--- config.mk ---
export PLATFORM = sky130hd
export DESIGN_NAME = fraction_arith_reduce
export DESIGN_NICKNAME = d
export VERILOG_FILES = /design/src/rtl/core/fra_pkg.sv /design/src/rtl/core/fra_sequencer.sv /design/src/rtl/core/fra_datapath.sv /design/src/rtl/core/fraction_arith_reduce.sv
export SDC_FILE = /design/constraint.sdc
export NUM_CORES = 2
export LEC_CHECK = 0
export BUFFER_PORTS_ARGS = -buffer_cell sky130_fd_sc_hd__buf_2
export CAP_MARGIN = 20
export CORE_MARGIN = 8
export CORE_UTILIZATION = 52
export CTS_CLUSTER_DIAMETER = 200
export DETAILED_ROUTE_END_ITERATION = 8
export MAX_ROUTING_LAYER = met4
export PLACE_DENSITY = 0.69
export SLEW_MARGIN = 40
export SYNTH_ARGS = -nofsm -noshare
export SYNTH_HDL_FRONTEND = slang
export SYNTH_SLANG_ARGS = --single-unit
--- constraint.sdc ---
create_clock -name clk -period 12.73 [get_ports clk]
set_input_delay 2.546 -clock clk [delete_from_list [all_inputs] [get_ports clk]]
set_output_delay 2.546 -clock clk [all_outputs]
set_load 0.005 [all_outputs]
--- src/rtl/core/fra_pkg.sv ---
// fraction reduce package: micro-op codes, jump conditions, step map and control ROM
`timescale 1ns / 1ps

package fra_pkg;

    // operation codes carried by the mode field
    localparam logic [1:0] MODE_ADD = 2'd0;
    localparam logic [1:0] MODE_SUB = 2'd1;
    localparam logic [1:0] MODE_MUL = 2'd2;
    localparam logic [1:0] MODE_DIV = 2'd3;

    // datapath micro-operations
    typedef enum logic [3:0] {
        OP_NOP,
        OP_LOAD,
        OP_MUL_T1,
        OP_ACC_SET,
        OP_ACC_ADD,
        OP_MAG,
        OP_GCD_K,
        OP_GCD_STEP,
        OP_GCD_G,
        OP_DIV_STEP,
        OP_DIV_NEXT,
        OP_OUT_RES,
        OP_OUT_ERR,
        OP_OUT_ZERO
    } uop_t;

    // jump conditions tested by the sequencer
    typedef enum logic [3:0] {
        C_NEVER,
        C_ALWAYS,
        C_NO_START,
        C_BAD,
        C_ACC_ZERO,
        C_BOTH_EVEN,
        C_GCD_NE,
        C_DIV_MORE,
        C_OUT_BUSY
    } cond_t;

    typedef logic [4:0] step_t;

    // step addresses of the control program
    localparam step_t S_IDLE  = 5'd0;
    localparam step_t S_CHECK = 5'd1;
    localparam step_t S_MUL1  = 5'd2;
    localparam step_t S_MUL2  = 5'd3;
    localparam step_t S_MUL3  = 5'd4;
    localparam step_t S_MAG   = 5'd5;
    localparam step_t S_KLOOP = 5'd6;
    localparam step_t S_GLOOP = 5'd7;
    localparam step_t S_GSET  = 5'd8;
    localparam step_t S_DIVN  = 5'd9;
    localparam step_t S_DNEXT = 5'd10;
    localparam step_t S_DIVD  = 5'd11;
    localparam step_t S_RES   = 5'd12;
    localparam step_t S_RRET  = 5'd13;
    localparam step_t S_ERR   = 5'd14;
    localparam step_t S_ERET  = 5'd15;
    localparam step_t S_ZERO  = 5'd16;
    localparam step_t S_ZRET  = 5'd17;
    localparam step_t S_LAST  = 5'd17;

    typedef struct packed {
        uop_t  op;
        cond_t cond;
        step_t target;
    } ucode_t;

    // status flags from datapath to sequencer
    typedef struct packed {
        logic bad;
        logic acc_zero;
        logic both_even;
        logic gcd_ne;
        logic div_last;
        logic out_busy;
    } flags_t;

    // control program, one word per step
    function automatic ucode_t ucode_rom(step_t pc);
        ucode_t w;
        case (pc)
            S_IDLE:  w = '{OP_LOAD,      C_NO_START,  S_IDLE};
            S_CHECK: w = '{OP_NOP,       C_BAD,       S_ERR};
            S_MUL1:  w = '{OP_MUL_T1,    C_NEVER,     S_IDLE};
            S_MUL2:  w = '{OP_ACC_SET,   C_NEVER,     S_IDLE};
            S_MUL3:  w = '{OP_ACC_ADD,   C_NEVER,     S_IDLE};
            S_MAG:   w = '{OP_MAG,       C_ACC_ZERO,  S_ZERO};
            S_KLOOP: w = '{OP_GCD_K,     C_BOTH_EVEN, S_KLOOP};
            S_GLOOP: w = '{OP_GCD_STEP,  C_GCD_NE,    S_GLOOP};
            S_GSET:  w = '{OP_GCD_G,     C_NEVER,     S_IDLE};
            S_DIVN:  w = '{OP_DIV_STEP,  C_DIV_MORE,  S_DIVN};
            S_DNEXT: w = '{OP_DIV_NEXT,  C_NEVER,     S_IDLE};
            S_DIVD:  w = '{OP_DIV_STEP,  C_DIV_MORE,  S_DIVD};
            S_RES:   w = '{OP_OUT_RES,   C_OUT_BUSY,  S_RES};
            S_RRET:  w = '{OP_NOP,       C_ALWAYS,    S_IDLE};
            S_ERR:   w = '{OP_OUT_ERR,   C_OUT_BUSY,  S_ERR};
            S_ERET:  w = '{OP_NOP,       C_ALWAYS,    S_IDLE};
            S_ZERO:  w = '{OP_OUT_ZERO,  C_OUT_BUSY,  S_ZERO};
            S_ZRET:  w = '{OP_NOP,       C_ALWAYS,    S_IDLE};
            default: w = '{OP_NOP,       C_ALWAYS,    S_IDLE};
        endcase
        return w;
    endfunction

endpackage

--- src/rtl/core/fra_sequencer.sv ---
// fraction reduce sequencer: step counter, control ROM and conditional jumps
`timescale 1ns / 1ps

module fra_sequencer
    import fra_pkg::*;
(
    input  logic   clk,
    input  logic   rst_n,
    input  logic   in_valid,
    input  flags_t flags,
    output logic   in_stall,
    output uop_t   uop
);

    step_t  pc_reg;
    step_t  pc_next;
    ucode_t word;
    logic   take;

    assign word = ucode_rom(pc_reg);

    // jump condition select
    always_comb
    begin
        case (word.cond)
            C_NEVER:     take = 1'b0;
            C_ALWAYS:    take = 1'b1;
            C_NO_START:  take = !in_valid;
            C_BAD:       take = flags.bad;
            C_ACC_ZERO:  take = flags.acc_zero;
            C_BOTH_EVEN: take = flags.both_even;
            C_GCD_NE:    take = flags.gcd_ne;
            C_DIV_MORE:  take = !flags.div_last;
            C_OUT_BUSY:  take = flags.out_busy;
            default:     take = 1'b1;
        endcase
    end

    // next step
    always_comb
    begin
        if (take)
        begin
            pc_next = word.target;
        end
        else
        begin
            pc_next = pc_reg + 5'd1;
        end
    end

    // control outputs
    always_comb
    begin
        uop      = word.op;
        in_stall = (pc_reg != S_IDLE);
    end

    // step counter
    always_ff @(posedge clk or negedge rst_n)
    begin
        if (!rst_n)
        begin
            pc_reg <= S_IDLE;
        end
        else
        begin
            pc_reg <= pc_next;
        end
    end

`ifndef SYNTH
    // program never runs past its last step
    a_pc_range: assert property (@(posedge clk) disable iff (!rst_n)
        pc_reg <= S_LAST)
        else $error("sequencer step out of range");

    // an accepted beat starts the program
    a_start: assert property (@(posedge clk) disable iff (!rst_n)
        (in_valid && !in_stall) |=> (pc_reg == S_CHECK))
        else $error("accepted beat did not start the program");
`endif

endmodule

--- src/rtl/core/fra_datapath.sv ---
// fraction reduce datapath: multiplier, accumulator, binary gcd, restoring divider, result register
`timescale 1ns / 1ps

module fra_datapath
    import fra_pkg::*;
#(
    parameter int OPERAND_WIDTH = 16
)
(
    input  logic                            clk,
    input  logic                            rst_n,
    input  logic                            load,
    input  uop_t                            uop,
    input  logic [1:0]                      mode,
    input  logic signed [OPERAND_WIDTH-1:0] num_a,
    input  logic signed [OPERAND_WIDTH-1:0] den_a,
    input  logic signed [OPERAND_WIDTH-1:0] num_b,
    input  logic signed [OPERAND_WIDTH-1:0] den_b,
    output flags_t                          flags,
    input  logic                            out_stall,
    output logic                            out_valid,
    output logic signed [31:0]              res_num,
    output logic [31:0]                     res_den,
    output logic                            err
);

    localparam int OW = OPERAND_WIDTH;
    localparam int PW = 2 * OW;
    localparam int AW = 2 * OW + 1;
    localparam int MW = 2 * OW;
    localparam int CW = $clog2(MW);
    localparam int XW = (MW > 32) ? MW : 32;

    // operand registers
    logic [1:0]           mode_reg;
    logic signed [OW-1:0] na_reg, da_reg, nb_reg, db_reg;

    // product and accumulator
    logic signed [OW-1:0] mul_x, mul_y;
    logic signed [PW-1:0] prod_reg;
    logic signed [AW-1:0] acc_reg;
    logic signed [AW-1:0] acc_abs;
    logic signed [PW-1:0] prod_abs;

    // gcd and divider state
    logic [MW-1:0] un_reg, ud_reg;
    logic          neg_reg;
    logic [MW-1:0] a_reg, b_reg;
    logic [CW-1:0] k_reg;
    logic [MW-1:0] dvs_reg, rem_reg, quo_reg, qn_reg;
    logic [CW-1:0] cnt_reg;
    logic [MW:0]   trial;

    // result register
    logic                     out_valid_reg;
    logic signed [31:0]       res_num_reg;
    logic [31:0]              res_den_reg;
    logic                     err_reg;
    logic [XW-1:0]            qn_x, qn_s, den_x;
    logic                     out_free;

    // multiplier operand select
    always_comb
    begin
        case (uop)
            OP_MUL_T1:
            begin
                mul_x = na_reg;
                mul_y = (mode_reg == MODE_MUL) ? nb_reg : db_reg;
            end
            OP_ACC_SET:
            begin
                mul_x = nb_reg;
                mul_y = da_reg;
            end
            OP_ACC_ADD:
            begin
                mul_x = da_reg;
                mul_y = (mode_reg == MODE_DIV) ? nb_reg : db_reg;
            end
            default:
            begin
                mul_x = na_reg;
                mul_y = db_reg;
            end
        endcase
    end

    // magnitudes and divider trial subtract
    assign acc_abs  = acc_reg[AW-1] ? -acc_reg : acc_reg;
    assign prod_abs = prod_reg[PW-1] ? -prod_reg : prod_reg;
    assign trial    = {rem_reg, quo_reg[MW-1]} - {1'b0, dvs_reg};

    // result forming
    assign qn_x     = XW'(qn_reg);
    assign qn_s     = neg_reg ? -qn_x : qn_x;
    assign den_x    = XW'(quo_reg);
    assign out_free = !(out_valid_reg && out_stall);

    // status flags
    always_comb
    begin
        flags.bad       = (da_reg == '0) || (db_reg == '0) ||
                          ((mode_reg == MODE_DIV) && (nb_reg == '0));
        flags.acc_zero  = (acc_reg == '0);
        flags.both_even = !a_reg[0] && !b_reg[0];
        flags.gcd_ne    = (a_reg != b_reg);
        flags.div_last  = (cnt_reg == CW'(MW - 1));
        flags.out_busy  = !out_free;
    end

    // working registers
    always_ff @(posedge clk)
    begin
        case (uop)
            OP_LOAD:
            begin
                if (load)
                begin
                    mode_reg <= mode;
                    na_reg   <= num_a;
                    da_reg   <= den_a;
                    nb_reg   <= num_b;
                    db_reg   <= den_b;
                end
            end
            OP_MUL_T1:
            begin
                prod_reg <= PW'(mul_x) * PW'(mul_y);
            end
            OP_ACC_SET:
            begin
                acc_reg  <= AW'(prod_reg);
                prod_reg <= PW'(mul_x) * PW'(mul_y);
            end
            OP_ACC_ADD:
            begin
                if (mode_reg == MODE_ADD)
                begin
                    acc_reg <= acc_reg + AW'(prod_reg);
                end
                else if (mode_reg == MODE_SUB)
                begin
                    acc_reg <= acc_reg - AW'(prod_reg);
                end
                prod_reg <= PW'(mul_x) * PW'(mul_y);
            end
            OP_MAG:
            begin
                un_reg  <= acc_abs[MW-1:0];
                ud_reg  <= prod_abs[MW-1:0];
                a_reg   <= acc_abs[MW-1:0];
                b_reg   <= prod_abs[MW-1:0];
                neg_reg <= acc_reg[AW-1] ^ prod_reg[PW-1];
                k_reg   <= '0;
            end
            OP_GCD_K:
            begin
                // strip common factors of two
                if (!a_reg[0] && !b_reg[0])
                begin
                    a_reg <= a_reg >> 1;
                    b_reg <= b_reg >> 1;
                    k_reg <= k_reg + CW'(1);
                end
            end
            OP_GCD_STEP:
            begin
                // binary gcd step, one operand changes
                if (a_reg != b_reg)
                begin
                    if (!a_reg[0])
                    begin
                        a_reg <= a_reg >> 1;
                    end
                    else if (!b_reg[0])
                    begin
                        b_reg <= b_reg >> 1;
                    end
                    else if (a_reg > b_reg)
                    begin
                        a_reg <= a_reg - b_reg;
                    end
                    else
                    begin
                        b_reg <= b_reg - a_reg;
                    end
                end
            end
            OP_GCD_G:
            begin
                dvs_reg <= a_reg << k_reg;
                quo_reg <= un_reg;
                rem_reg <= '0;
                cnt_reg <= '0;
            end
            OP_DIV_STEP:
            begin
                // restoring division, one quotient bit per cycle
                if (!trial[MW])
                begin
                    rem_reg <= trial[MW-1:0];
                    quo_reg <= {quo_reg[MW-2:0], 1'b1};
                end
                else
                begin
                    rem_reg <= {rem_reg[MW-2:0], quo_reg[MW-1]};
                    quo_reg <= {quo_reg[MW-2:0], 1'b0};
                end
                cnt_reg <= cnt_reg + CW'(1);
            end
            OP_DIV_NEXT:
            begin
                qn_reg  <= quo_reg;
                quo_reg <= ud_reg;
                rem_reg <= '0;
                cnt_reg <= '0;
            end
            default:
            begin
            end
        endcase
    end

    // result payload
    always_ff @(posedge clk)
    begin
        if (out_free)
        begin
            case (uop)
                OP_OUT_RES:
                begin
                    res_num_reg <= qn_s[31:0];
                    res_den_reg <= den_x[31:0];
                    err_reg     <= 1'b0;
                end
                OP_OUT_ERR:
                begin
                    res_num_reg <= '0;
                    res_den_reg <= '0;
                    err_reg     <= 1'b1;
                end
                OP_OUT_ZERO:
                begin
                    res_num_reg <= '0;
                    res_den_reg <= 32'd1;
                    err_reg     <= 1'b0;
                end
                default:
                begin
                end
            endcase
        end
    end

    // result valid
    always_ff @(posedge clk or negedge rst_n)
    begin
        if (!rst_n)
        begin
            out_valid_reg <= 1'b0;
        end
        else if (out_free && ((uop == OP_OUT_RES) || (uop == OP_OUT_ERR) ||
                              (uop == OP_OUT_ZERO)))
        begin
            out_valid_reg <= 1'b1;
        end
        else if (out_valid_reg && !out_stall)
        begin
            out_valid_reg <= 1'b0;
        end
    end

    assign out_valid = out_valid_reg;
    assign res_num   = res_num_reg;
    assign res_den   = res_den_reg;
    assign err       = err_reg;

`ifndef SYNTH
    // gcd operands stay nonzero while reducing
    a_gcd_nonzero: assert property (@(posedge clk) disable iff (!rst_n)
        (uop == OP_GCD_STEP) |-> ((a_reg != '0) && (b_reg != '0)))
        else $error("gcd operand reached zero");

    // divider remainder stays below the divisor
    a_rem_bound: assert property (@(posedge clk) disable iff (!rst_n)
        (uop == OP_DIV_STEP) |-> (rem_reg < dvs_reg))
        else $error("divider remainder not below divisor");

    // an error beat carries a zero fraction
    a_err_zero: assert property (@(posedge clk) disable iff (!rst_n)
        (out_valid_reg && err_reg) |-> ((res_den_reg == '0) && (res_num_reg == '0)))
        else $error("error beat with nonzero fraction");
`endif

endmodule

--- src/rtl/core/fraction_arith_reduce.sv ---
// fraction reduce top level: fraction add/sub/mul/div with gcd reduction
`timescale 1ns / 1ps
//
//  channel | handshake            | payload
//  --------+----------------------+------------------------------------------
//  input   | in_valid, in_stall   | mode, num_a, den_a, num_b, den_b
//  output  | out_valid, out_stall | res_num, res_den, err
//
//  one beat at a time; the time a beat takes depends on k, the common factors of two,
//  and s, the binary gcd steps; the restoring divider works on MW = 2*OPERAND_WIDTH
//  bits (one quotient bit per cycle) and, with the gcd loop, sets the time of a beat
//  an error beat skips the arithmetic, and a zero result beat skips the gcd and divider
//  reset clears the step counter and the result valid; no clearing pass
//  a held result does not block the next input beat; the program waits only at its
//  output step while the previous result is still stalled
//

module fraction_arith_reduce
    import fra_pkg::*;
#(
    parameter int OPERAND_WIDTH = 16
)
(
    input  logic                            clk,
    input  logic                            rst_n,
    input  logic                            in_valid,
    output logic                            in_stall,
    input  logic [1:0]                      mode,
    input  logic signed [OPERAND_WIDTH-1:0] num_a,
    input  logic signed [OPERAND_WIDTH-1:0] den_a,
    input  logic signed [OPERAND_WIDTH-1:0] num_b,
    input  logic signed [OPERAND_WIDTH-1:0] den_b,
    output logic                            out_valid,
    input  logic                            out_stall,
    output logic signed [31:0]              res_num,
    output logic [31:0]                     res_den,
    output logic                            err
);

    flags_t flags;
    uop_t   uop;
    logic   load;

    // input beat accepted
    assign load = in_valid && !in_stall;

    // control program
    fra_sequencer u_seq (
        .clk      (clk),
        .rst_n    (rst_n),
        .in_valid (in_valid),
        .flags    (flags),
        .in_stall (in_stall),
        .uop      (uop)
    );

    // arithmetic datapath
    fra_datapath #(
        .OPERAND_WIDTH (OPERAND_WIDTH)
    ) u_dp (
        .clk       (clk),
        .rst_n     (rst_n),
        .load      (load),
        .uop       (uop),
        .mode      (mode),
        .num_a     (num_a),
        .den_a     (den_a),
        .num_b     (num_b),
        .den_b     (den_b),
        .flags     (flags),
        .out_stall (out_stall),
        .out_valid (out_valid),
        .res_num   (res_num),
        .res_den   (res_den),
        .err       (err)
    );

endmodule

==> reports/metrics.csv <==
stage,metric,value,unit
global_route,first-pass GRT wire length,172000,µm
drt,Final ANT Viol Nets,0,
timing,"Hold Vio Cnt, Final",0,
setup_path,crit-path max cell delay,720,ps
synthesis,Synth warnings,0,
floorplanning,Die ar.,84000,µm²
setup_path,reg2reg start,u_seq.pc_reg[0],
power_and_ir_drop,P_sw,652,µW
floorplanning,Die X,290,µm
setup_path,CP max stage cell,a221oi_2,
synthesis,post-synthesis cell area,39000,µm²
drt,vias per cell,5.92,
finish,share of layout cells above drive strength 1,8.88,%
setup_path,worst path required time,13060,ps
drt,WL/cell,21.5,µm
global_route,global route overflow,0,
synthesis,cells taking the most area after synthesis,"edfxtp_1, fa_1, ha_1, inv_1, xnor2_1",
cts,worst skew pair latency,610,ps
drt,vias,30000,
drt,met3 WL,6830,µm
worst_hold_path,WHS Endpoint,u_dp.qn_reg[15],
timing,Slew Limit Fails,0,
synthesis,post-synth top area share,35.6,%
drt,final WL,109000,µm
cts,CTS root buffer,clkbuf_16,
timing,pin slew with the least headroom to its limit,941,ps
synthesis,Synth Flop Type,edfxtp_1,
floorplanning,Placeable Area,74300,µm²
drt,met2 routed WL,53000,µm
power_and_ir_drop,Reg power frac,49.6,%
global_route,vias in the first global route,30350,
floorplanning,initial core utilization,52.5,%
flow_run,max-cap violation count,0,
finish,final net count,4622,
place,area of placed instances,40800,µm²
synthesis,Synth Instances,3985,
status,status,finished clean,
cts,CTS HTree Levels,2,
finish,max FFs per register,33,
drt,# DRC,0,
synthesis,post-synthesis cell type count,79,
synthesis,number of synthesized register bits,469,
place,Port Buffers,136,
synthesis,largest area contributor in the netlist,edfxtp_1,
setup_path,crit path max fanout,33,
setup_path,WS Path Type,flop to flop,
finish,"Design Area, Final",42800,µm²
synthesis,simple-gate portion of the synthesized area,13.0,%
floorplanning,Ports,137,
cts,Hold Buf Count CTS,0,
synthesis,net count after synthesis,4547,
synthesis,post-synthesis sequential area ratio,36.0,%
setup_path,R2R Path End,u_dp.prod_reg[27],
drt,First-pass DRT Iterations,7,
worst_hold_path,Hold Path Depth,0,
timing,FMAX,102,MHz
timing,Slew headroom,37.3,%
place,post-DP HPWL,86000,µm
setup_path,Worst path most repeated cell,fa_1,
global_route,All-Layer GR Usage,26.1,%
synthesis,Syn Area/Cell,9.79,µm²
power_and_ir_drop,Comb power frac,0.3,%
cts,CTS max path bufs,3,
timing,Fin Setup TNS,0,ps
floorplanning,die height,290,µm
synthesis,number of synthesized flops with an enable pin,463,
power_and_ir_drop,"Power, Total",3.38,mW
drt,DR top layer,met4,
synthesis,mux share of post-synthesis cell area,2.65,%
finish,Layout area overhead,9.81,%
power_and_ir_drop,worst-case vdd ir drop,0.111,mV
cts,# resized after CTS,0,
synthesis,largest family of logic cells by synthesized area,adder cells,
timing,fin crit share,76.7,%
synthesis,post-synthesis adder-cell area fraction,20.9,%
timing,Tmin final,9760,ps
floorplanning,row cnt,100,
cts,CTS tree,done,
place,Setup WS pre-CTS,2950,ps
synthesis,Post-synth ARST share,1.28,%
global_route,initial antenna violation count,1,
power_and_ir_drop,Leak Pwr,18.7,nW
timing,Final WS setup,2970,ps
timing,Final Setup Violations,0,
power_and_ir_drop,Clk pwr share,50.1,%
cts,clock-pin transition on the worst setup and hold timing paths,60,ps
synthesis,post-synthesis compound-gate area fraction,14.8,%
setup_path,r2r worst-path depth,32,
drt,DR iter-0 viols,2371,
timing,RSZ-0062 raised after global routing,false,
place,RD Place Congestion,1.00,
synthesis,Synth Area in XOR/XNOR,6.06,%
timing,final worst clock skew,16.7,ps
drt,routed metal-1 wirelength,43900,µm
cts,TritonCTS Buffers,54,
worst_hold_path,Hold Crit Start,u_dp.den_x[15],
cts,Post-CTS Setup Inserts,0,
setup_path,crit end category,flop,
global_route,largest net degree at the start of global routing,70,
setup_path,CP arrival,10100,ps
power_and_ir_drop,Internal,2.73,mW
power_and_ir_drop,power density over cell area,78.9,nW/µm²
setup_path,r2r setup slk,2970,ps
setup_path,crit path launch type,flop,
cts,clock sink count,469,
power_and_ir_drop,Switching Share,19.3,%
worst_hold_path,worst min-delay path class,flop to flop,
[power groups by stage]
stage                     registers (mW)  clock network (mW)  logic, mW
after floorplan                     1.71                   0  0.0000768
after global routing                1.67                1.77     0.0125
after CTS                           1.67                1.72     0.0118
final                               1.67                1.69     0.0115
after detailed placement            1.71                   0     0.0119
after global placement              1.71                   0     0.0115
[critical path: cells and delay by family, from the launching register on]
kind / cells / cell delay (ps)
AO/OA/AOI/OAI: 10 / 3060
flip-flops: 1 / 470
buffers and inverters: 7 / 990
AND/OR/NAND/NOR: 5 / 1030
adder cells (fa/ha/maj): 8 / 3590
multiplexers: 2 / 350
[synthesized netlist by cell type (9+ instances only)]
cell,n
o21ai_0,213
a21oi_1,238
or4_1,13
o31ai_1,35
nand4_1,23
nand3_1,63
and4_1,9
mux4_2,12
nor3_1,32
mux2_2,10
xnor2_1,181
a22o_1,11
clkbuf_1,161
inv_1,497
fa_1,266
o21bai_1,20
o41ai_1,14
edfxtp_1,463
a31oi_1,17
buf_1,12
a22oi_1,32
a221oi_1,21
and3_1,14
o22ai_1,19
a21o_1,93
xor2_1,89
a211oi_1,34
or3_1,26
nand2_1,343
o21a_1,18
nor2_1,390
and2_1,22
nor4_1,19
mux2i_1,65
a221o_1,17
ha_1,226
a222oi_1,37
nor2b_1,53
o211ai_1,14
nand2b_1,44
or2_2,17
[how the worst max path moves through the flow]
| stage | startpoint | endpoint | slack [ps] | cells after the start |
|---|---|---|---|---|
| 6_report | u_seq.pc_reg[0] | u_dp.prod_reg[27] | 2970 | 32 |
| 5_1_grt | u_seq.pc_reg[0] | u_dp.prod_reg[26] | 2420 | 30 |
| 4_1_cts | u_seq.pc_reg[0] | u_dp.prod_reg[26] | 2950 | 30 |
| 3_5_place_dp | u_seq.pc_reg[0] | u_dp.prod_reg[26] | 2950 | 30 |
| 3_3_place_gp | u_seq.pc_reg[0] | u_dp.prod_reg[26] | 2960 | 30 |
| 2_1_floorplan | u_seq.pc_reg[0] | u_dp.prod_reg[27] | 4370 | 32 |
[kinds of logic after synthesis]
kind of cell / after synthesis
AND/OR/NAND/NOR: 1100
adder cells (fa/ha/maj): 492
XOR/XNOR: 270
multiplexers: 87
buffers and inverters: 679
AO/OA/AOI/OAI: 888
flip-flops: 469
[final cells by class]
type	instances	area, µm²
multi-input cells	2837	22500
well taps	969	1210
diodes	1	2.50
clock inverters	38	537
repair buffers	196	1190
fillers	6446	31500
clock buffers	59	1410
flip-flops and latches	469	14100
inverters	502	1880
[metal layers]
layer | up-vias | global-route usage, %
li1 | 13997 | -
met5 | - | -
met1 | 14619 | 32.1
met4 | 0 | 10.7
met3 | 285 | 3.37
met2 | 1099 | 43.7
[cell usage in the layout (no fill, tap or decap), types with 62 or more instances in the layout]
master      n
nor2_1    381
a21o_1     93
xnor2_1   181
o21ai_0   213
xor2_1     89
ha_1      226
buf_2     136
nand3_1    62
a21oi_1   233
inv_1     497
nand2_1   343
fa_1      266
edfxtp_1  463
mux2i_1    65
[metrics by stage]
stage          std cells  utilization (%)  hold slack (ps)
3_3_place_gp        4964             54.8              467
3_5_place_dp        4968             54.9              467
2_1_floorplan       3985                -              443
5_1_grt             5071             57.6              499
4_1_cts             5065             57.5              485
6_report            5071             57.6              488
(Power assumes the default switching activity.)
